$ cat src/design/rbst_pkg.sv
// ----------------------------------------------------------------------------
// rbst_pkg
// Shared types and constants for the ray against box slab test.
// ----------------------------------------------------------------------------
`default_nettype none

package rbst_pkg;

	// coordinate and distance formats
	localparam int CRD_W  = 32;
	localparam int FRAC_W = 16;
	localparam int DIST_W = 48;
	localparam int ABS_W  = CRD_W + 1;
	localparam int NUM_W  = ABS_W + FRAC_W;
	localparam int PROD_W = FRAC_W + DIST_W - 1;

	// pipeline depth: operand stage, one stage per quotient bit, saturation,
	// slab ordering, interval narrowing, output register
	localparam int LAT = NUM_W + 5;

	// largest distance magnitude
	localparam logic [DIST_W-2:0] DMAX = '1;

	// 1.0 in coordinate format
	localparam logic signed [CRD_W-1:0] ONE = CRD_W'(1) << FRAC_W;

	// configuration port
	localparam int CFG_IDX_W  = 3;
	localparam int CFG_DATA_W = DIST_W;

	typedef enum logic [CFG_IDX_W-1:0] {
		REG_ORIGIN_X  = 3'd0,
		REG_ORIGIN_Y  = 3'd1,
		REG_ORIGIN_Z  = 3'd2,
		REG_DIR_X     = 3'd3,
		REG_DIR_Y     = 3'd4,
		REG_DIR_Z     = 3'd5,
		REG_MAX_DIST  = 3'd6
	} cfg_reg_t;

	typedef struct packed {
		logic signed [CRD_W-1:0] box_min_x;
		logic signed [CRD_W-1:0] box_min_y;
		logic signed [CRD_W-1:0] box_min_z;
		logic signed [CRD_W-1:0] box_max_x;
		logic signed [CRD_W-1:0] box_max_y;
		logic signed [CRD_W-1:0] box_max_z;
	} box_t;

	typedef struct packed {
		logic                     box_hit;
		logic                     hit_in_range;
		logic signed [DIST_W-1:0] t_enter;
		logic signed [DIST_W-1:0] t_exit;
	} res_t;

	// ordered crossing pair of one axis
	typedef struct packed {
		logic signed [DIST_W-1:0] t_lo;
		logic signed [DIST_W-1:0] t_hi;
	} slab_t;

endpackage

`default_nettype wire

$ cat src/design/rbst_merge.sv
// ----------------------------------------------------------------------------
// rbst_merge
// Combines the three axis lanes: narrows the interval, then forms the hit
// and range flags into the output register.
// ----------------------------------------------------------------------------
`default_nettype none

module rbst_merge (
	input  wire logic                               clk,
	input  wire logic                               en,
	input  wire rbst_pkg::slab_t                    slab_x,
	input  wire rbst_pkg::slab_t                    slab_y,
	input  wire rbst_pkg::slab_t                    slab_z,
	input  wire logic signed [rbst_pkg::DIST_W-1:0] max_distance,
	output rbst_pkg::res_t                          res
);

	logic signed [rbst_pkg::DIST_W-1:0] ent_xy, ext_xy;
	logic signed [rbst_pkg::DIST_W-1:0] enter_s1, exit_s1;

	// latest entry and earliest exit over the lanes
	assign ent_xy = (slab_x.t_lo > slab_y.t_lo) ? slab_x.t_lo : slab_y.t_lo;
	assign ext_xy = (slab_x.t_hi < slab_y.t_hi) ? slab_x.t_hi : slab_y.t_hi;

	always_ff @(posedge clk) begin
		if (en) begin
			enter_s1 <= (ent_xy > slab_z.t_lo) ? ent_xy : slab_z.t_lo;
			exit_s1  <= (ext_xy < slab_z.t_hi) ? ext_xy : slab_z.t_hi;
		end
	end

	// hit and first positive crossing against the range limit
	logic hit, in_range;
	always_comb begin
		hit      = enter_s1 < exit_s1;
		in_range = 1'b0;
		if (hit) begin
			if (enter_s1 > 0)
				in_range = enter_s1 < max_distance;
			else if (exit_s1 > 0)
				in_range = exit_s1 < max_distance;
		end
	end

	always_ff @(posedge clk) begin
		if (en) begin
			res.box_hit      <= hit;
			res.hit_in_range <= in_range;
			res.t_enter      <= enter_s1;
			res.t_exit       <= exit_s1;
		end
	end

endmodule

`default_nettype wire

$ cat config.mk
export PLATFORM = sky130hd
export DESIGN_NAME = rbst_merge
export DESIGN_NICKNAME = d
export VERILOG_FILES = /design/src/design/rbst_pkg.sv /design/src/design/rbst_merge.sv
export SDC_FILE = /design/constraint.sdc
export NUM_CORES = 1
export LEC_CHECK = 0
export BUFFER_PORTS_ARGS = -buffer_cell sky130_fd_sc_hd__buf_2
export CAP_MARGIN = 20
export CORE_ASPECT_RATIO = 2
export CORE_MARGIN = 2
export CORE_UTILIZATION = 55
export DETAILED_ROUTE_END_ITERATION = 7
export PLACE_DENSITY_LB_ADDON = 0.25
export SLEW_MARGIN = 0
export SYNTH_ARGS = -nofsm -noshare
export SYNTH_HDL_FRONTEND = slang
export SYNTH_SLANG_ARGS = --single-unit
$ cat constraint.sdc
create_clock -name clk -period 7.3 [get_ports clk]
set_clock_uncertainty 0.05 [all_clocks]
set_input_delay 1.46 -clock clk [delete_from_list [all_inputs] [get_ports clk]]
set_output_delay 1.46 -clock clk [all_outputs]
set_load 0.01 [all_outputs]
# [Word-level counts from Yosys, hierarchy flattened]
# Index checks and enable logic that the tools add are counted.
[op_classes] n_mux=6 n_lt_le_gt_ge=9
[op_table] op="48-bit < comparator" count=5
[op_table] op="48-bit 2-to-1 mux" count=4
[op_table] op="48-bit by 1-bit > comparator with 1-bit output, second input constant" count=2
[op_table] op="48-bit > comparator" count=2
[op_table] op="1-bit 2-to-1 mux" count=2
[totals] elab_cells=21 input_bits=338 out_inout_bits=98 register_bits=194

# [Depth between registers and ports, before layout]
[depth] ltp_word=4 mapped_depth=26 depth_no_buf=21

# [Least setup slack after synthesis]
# Ideal clock, no wire load.
[synth_path] path_kind="input-to-reg" startpoint="input slab_y[89] (netlist name)" endpoint="register enter_s1[26] (netlist name) (data pin)" setup_time_ns=0.152 t_required_ns=7.098 stages=25 n_path_buf=4 setup_slack_ns=0.893 arrival_time_ns=6.205 path_cell_list="inv_1 > ha_1 > a21o_1 > a21o_1 > a211o_1 > o211ai_1 > a21oi_1 > or3_1 > or4_4 > buf_6 > buf_6 > o211ai_1 > nand2_1 > ha_1 > a21o_1 > a21o_1 > a21oi_1 > o32a_1 > nand3_1 > a31o_2 > o311a_1 > or2_2 > buf_2 > clkbuf_1 > a31oi_1"
[synth_via] elab_chain_cells=4
[synth_rtl] item="from (decl)" line="rbst_merge.sv:12" rtl="input wire rbst_pkg::slab_t slab_y,"
[synth_rtl] item="48-bit > comparator" line="rbst_merge.sv:22" rtl="assign ent_xy = (slab_x.t_lo > slab_y.t_lo) ? slab_x.t_lo : slab_y.t_lo;"
[synth_rtl] item="48-bit 2-to-1 mux *" line="rbst_merge.sv:22"
[synth_rtl] item="48-bit > comparator" line="rbst_merge.sv:27" rtl="enter_s1 <= (ent_xy > slab_z.t_lo) ? ent_xy : slab_z.t_lo;"
[synth_rtl] item="48-bit 2-to-1 mux *" line="rbst_merge.sv:27"
[synth_rtl] item="to (signal assigned)" line="rbst_merge.sv:27"
[synth_rtl] item="to (decl)" line="rbst_merge.sv:19" rtl="logic signed [rbst_pkg::DIST_W-1:0] enter_s1, exit_s1;"
# Every way passes the cells marked *; elsewhere a longest branch is shown, timed or not.
# A chain may end at the register's enable or synchronous reset.

# [Final worst setup path]
[layout_path] startpoint="input slab_y[47] (netlist name)" endpoint="register exit_s1[8] (netlist name) (data pin)"
[layout_via] elab_chain_cells=4
[layout_rtl] item="48-bit < comparator" line="rbst_merge.sv:23" rtl="assign ext_xy = (slab_x.t_hi < slab_y.t_hi) ? slab_x.t_hi : slab_y.t_hi;"
[layout_rtl] item="48-bit 2-to-1 mux *" line="rbst_merge.sv:23"
[layout_rtl] item="48-bit < comparator" line="rbst_merge.sv:28" rtl="exit_s1 <= (ext_xy < slab_z.t_hi) ? ext_xy : slab_z.t_hi;"
[layout_rtl] item="48-bit 2-to-1 mux *" line="rbst_merge.sv:28"
[layout_rtl] item="to (signal assigned)" line="rbst_merge.sv:28"
[layout_rtl] item="to (decl)" line="rbst_merge.sv:19"
# Marks and branches as above.

==> results.tsv <==
metric	value	unit
outcome	complete, no violations	
die_ar	34210	sq um
clkLatencyLatePin	460	ps
critical_path.reg2reg.endpoint	res[96]	
ys_seq_elements	194	
number_of_distinct_library_cells_after_synthesis	64	
drt-total-wl	59790	um
async_flop_share	0	
capturing_element_type_of_the_critical_path	register	
cts_tree	yes	
synth_instances	1922	
postCtsResizedCells	0	
antenna_left	0	
die_h	259.6	um
cp-startpoint	slab_y[47]	
dpl-instance-area	20630	sq um
synthesis.area_per_instance	9.346	sq um
maxSlewHeadroom	0.4581	
detailedPlacementHpwl	49350	um
vias	16760	
synth_seq_area_share	0.3243	
yosys-top-cells-area	sky130_fd_sc_hd__edfxtp_1 32%, sky130_fd_sc_hd__ha_1 23%, sky130_fd_sc_hd__inv_1 6.1%, sky130_fd_sc_hd__mux2_2 4.7%, sky130_fd_sc_hd__nand2_1 3.9%	
timing.hold.worst_path_depth	0	
final.period_utilization	0.9582	
worst-r2r-setup-slack	4290	ps
largest_net_degree_at_the_start_of_global_routing	95	
hold_class	reg2reg	
timing_max_transition_violations_final	0	
timing.reg2reg.worst_path_depth	9	
pd_cells	222.2	nW/um^2
postCtsSetupRepairBufs	0	
vdd.ir_drop.worst	0.1975	mV
crit_path_start_kind	input port	
drive_gt1_frac	0.2630	
synthFlopType	sky130_fd_sc_hd__edfxtp_1	
max_cap_violations	0	
cts.path.max_buffers	2	
pin_count	436	
rsz_0062_raised_after_global_routing	no	
clkSlewWorstSetupHoldPaths	70	ps
tightest_slew	812.9	ps
grt_use_total	0.3443	
std_cell_rows	93	
cts.sink_count	194	
core_area	32230	sq um
crit_arrival	7150	ps
report.final.hold_viol_count	0	
floorplan.initialDensity	0.5573	
largest_area_contributor_in_the_synthesized_netlist	sky130_fd_sc_hd__edfxtp_1	
number_of_enable_type_register_cells_in_the_synthesized_netlist	194	
design.final.nets	3006	
crit_required	7460	ps
route.detailed.wl_per_inst	21.51	um
grt_remaining_overflow	0	
cts-buffers-inserted	17	
yosys-top-cells-count	331 x sky130_fd_sc_hd__ha_1, 290 x sky130_fd_sc_hd__inv_1, 194 x sky130_fd_sc_hd__edfxtp_1	
finalSetupViolations	0	
finalWeightedCongestion	0.9607	
remaining_drcs	0	
initialDrtViolationCount	1287	
synth_largest_type_area_fraction	0.3243	
capture_point_of_the_critical_path	exit_s1[8]	
antenna_found_initial	3	
synthesis.area	17960	sq um
grt_pass1_wl	90600	um
cts_max_level	4	
timing.final.crit_period	6995	ps
power.total	4.712	mW
port_buffers	435	
clock-root-buffer	sky130_fd_sc_hd__clkbuf_16	
criticalPathCategory	in2reg	
yosysMostFrequentCell	sky130_fd_sc_hd__ha_1	
r2r_start	exit_s1[5]	
syn-num-nets	2591	
yosys_warning_count	0	
first_global_vias	17170	
max_clock_freq	0.1430	GHz
design_area	21210	sq um
cp_max_fo	48	
avgViaCountPerCell	6.029	
nFillCells	2773	
cts.hold.buffers_added	0	
chip_width	131.8	um
drt_pre_antenna_iters	6	
syn2layout_area_growth	18.09	%
lkg_pwr	10.74	nW
## critical path: stages
cell and delay [ps]:
sky130_fd_sc_hd__buf_2 70, sky130_fd_sc_hd__inv_1 40, sky130_fd_sc_hd__ha_1 510, sky130_fd_sc_hd__nand4_2 240, sky130_fd_sc_hd__nor4_2 410, sky130_fd_sc_hd__nand2_1 190
sky130_fd_sc_hd__o211ai_2 280, sky130_fd_sc_hd__nor3_2 140, sky130_fd_sc_hd__xnor2_4 500, sky130_fd_sc_hd__buf_4 260, sky130_fd_sc_hd__o21ai_0 120, sky130_fd_sc_hd__ha_1 330
sky130_fd_sc_hd__and4_1 240, sky130_fd_sc_hd__and4_1 280, sky130_fd_sc_hd__nand3_1 240, sky130_fd_sc_hd__nor4_1 520, sky130_fd_sc_hd__a211oi_1 160, sky130_fd_sc_hd__nand4_1 160
sky130_fd_sc_hd__o21ai_0 150, sky130_fd_sc_hd__nand3b_4 120, sky130_fd_sc_hd__buf_12 290, sky130_fd_sc_hd__mux2_2 380
## routing by layer
layer,up-vias,global-route usage,wire length (um)
met5,-,0,7
met4,2,0.2618,4752
met3,227,0.06277,3527
met2,737,0.6424,31460
met1,7895,0.3331,20040
li1,7901,-,-
## logic make-up (layout without fill, tap and decap cells)
group | after synthesis | in the layout | synth area share
AND/OR/NAND/NOR | 510 | 510 | 0.1410
AO/OA/AOI/OAI | 431 | 431 | 0.1567
multiplexers | 98 | 98 | 0.06576
XOR/XNOR | 1 | 1 | 0.0004877
adder cells (fa/ha/maj) | 331 | 331 | 0.2306
other | 0 | 3 | 0
flip-flops | 194 | 194 | 0.3243
buffers and inverters | 357 | 785 | 0.08115
## stage by stage
stage / TNS (ps) / hold slack [ps] / utilization / worst slack (ps) / std cells
6_report: 0 / 487.8 / 0.6581 / 305.5 / 2780
5_1_grt: 0 / 497.7 / 0.6580 / 8.666 / 2779
4_1_cts: 0 / 486.1 / 0.6575 / 25.30 / 2777
3_5_place_dp: -19900 / 459.4 / 0.6401 / -446.4 / 2745
3_3_place_gp: -14020 / 464.0 / 0.6401 / -313.8 / 2745
2_1_floorplan: 0 / 405.3 / - / 893.3 / 1922
## layout by cell type, fill, tap and decap left out, types with 4 or more instances in the layout
cell type | synthesis | layout
sky130_fd_sc_hd__a211oi_1 | 11 | 11
sky130_fd_sc_hd__a21o_1 | 81 | 81
sky130_fd_sc_hd__a21oi_1 | 77 | 77
sky130_fd_sc_hd__a221oi_1 | 5 | 5
sky130_fd_sc_hd__a31oi_1 | 54 | 54
sky130_fd_sc_hd__and3_1 | 7 | 7
sky130_fd_sc_hd__and4_1 | 11 | 11
sky130_fd_sc_hd__buf_12 | 3 | 7
sky130_fd_sc_hd__buf_2 | 16 | 434
sky130_fd_sc_hd__buf_4 | 5 | 21
sky130_fd_sc_hd__clkbuf_16 | 0 | 17
sky130_fd_sc_hd__clkinvlp_4 | 0 | 7
sky130_fd_sc_hd__edfxtp_1 | 194 | 194
sky130_fd_sc_hd__ha_1 | 331 | 331
sky130_fd_sc_hd__inv_1 | 290 | 290
sky130_fd_sc_hd__mux2_2 | 75 | 75
sky130_fd_sc_hd__mux2_4 | 21 | 21
sky130_fd_sc_hd__nand2_1 | 188 | 187
sky130_fd_sc_hd__nand2b_1 | 7 | 7
sky130_fd_sc_hd__nand3_1 | 72 | 72
sky130_fd_sc_hd__nand4_1 | 60 | 60
sky130_fd_sc_hd__nor2_1 | 37 | 37
sky130_fd_sc_hd__nor2b_1 | 15 | 15
sky130_fd_sc_hd__nor3_1 | 61 | 60
sky130_fd_sc_hd__nor4_1 | 29 | 29
sky130_fd_sc_hd__o211ai_1 | 46 | 46
sky130_fd_sc_hd__o211ai_2 | 9 | 9
sky130_fd_sc_hd__o21a_1 | 14 | 14
sky130_fd_sc_hd__o21ai_0 | 105 | 105
sky130_fd_sc_hd__o311a_1 | 4 | 4
sky130_fd_sc_hd__o31ai_1 | 4 | 4
sky130_fd_sc_hd__or2_2 | 6 | 6
sky130_fd_sc_hd__or3_1 | 5 | 5
## registers in the layout, indices dropped and copies added, names as in the netlist
signal    flops
exit_s1      48
enter_s1     48
res          98
## final cells by class
cell class / instances / area (sq um) / share of cell area
multi-input combinational: 1371 / 10710 / 0.5050
sequential: 194 / 5826 / 0.2746
timing repair buffer: 463 / 2484 / 0.1171
inverter: 290 / 1089 / 0.05132
tap: 427 / 534.3 / 0.02519
clock buffer: 18 / 429.2 / 0.02023
clock inverter: 14 / 131.4 / 0.006194
antenna: 3 / 7.507 / 0.0003539
## worst min path at each step
stage	start	end	slack, ps
2_1_floorplan	enter_s1[0]	res[48]	410
3_3_place_gp	exit_s1[19]	res[19]	460
3_5_place_dp	exit_s1[18]	res[18]	460
4_1_cts	exit_s1[20]	res[20]	490
5_1_grt	exit_s1[18]	res[18]	500
6_report	exit_s1[20]	res[20]	490
## report_power, final
group,leakage (nW),total (mW),internal [mW],switching (mW)
Clock,0.252,0.928,0.474,0.454
Sequential,1.90,1.80,1.53,0.270
Combinational,8.58,1.98,0.900,1.08
No activity file was read; power rests on OpenSTA's default activity.
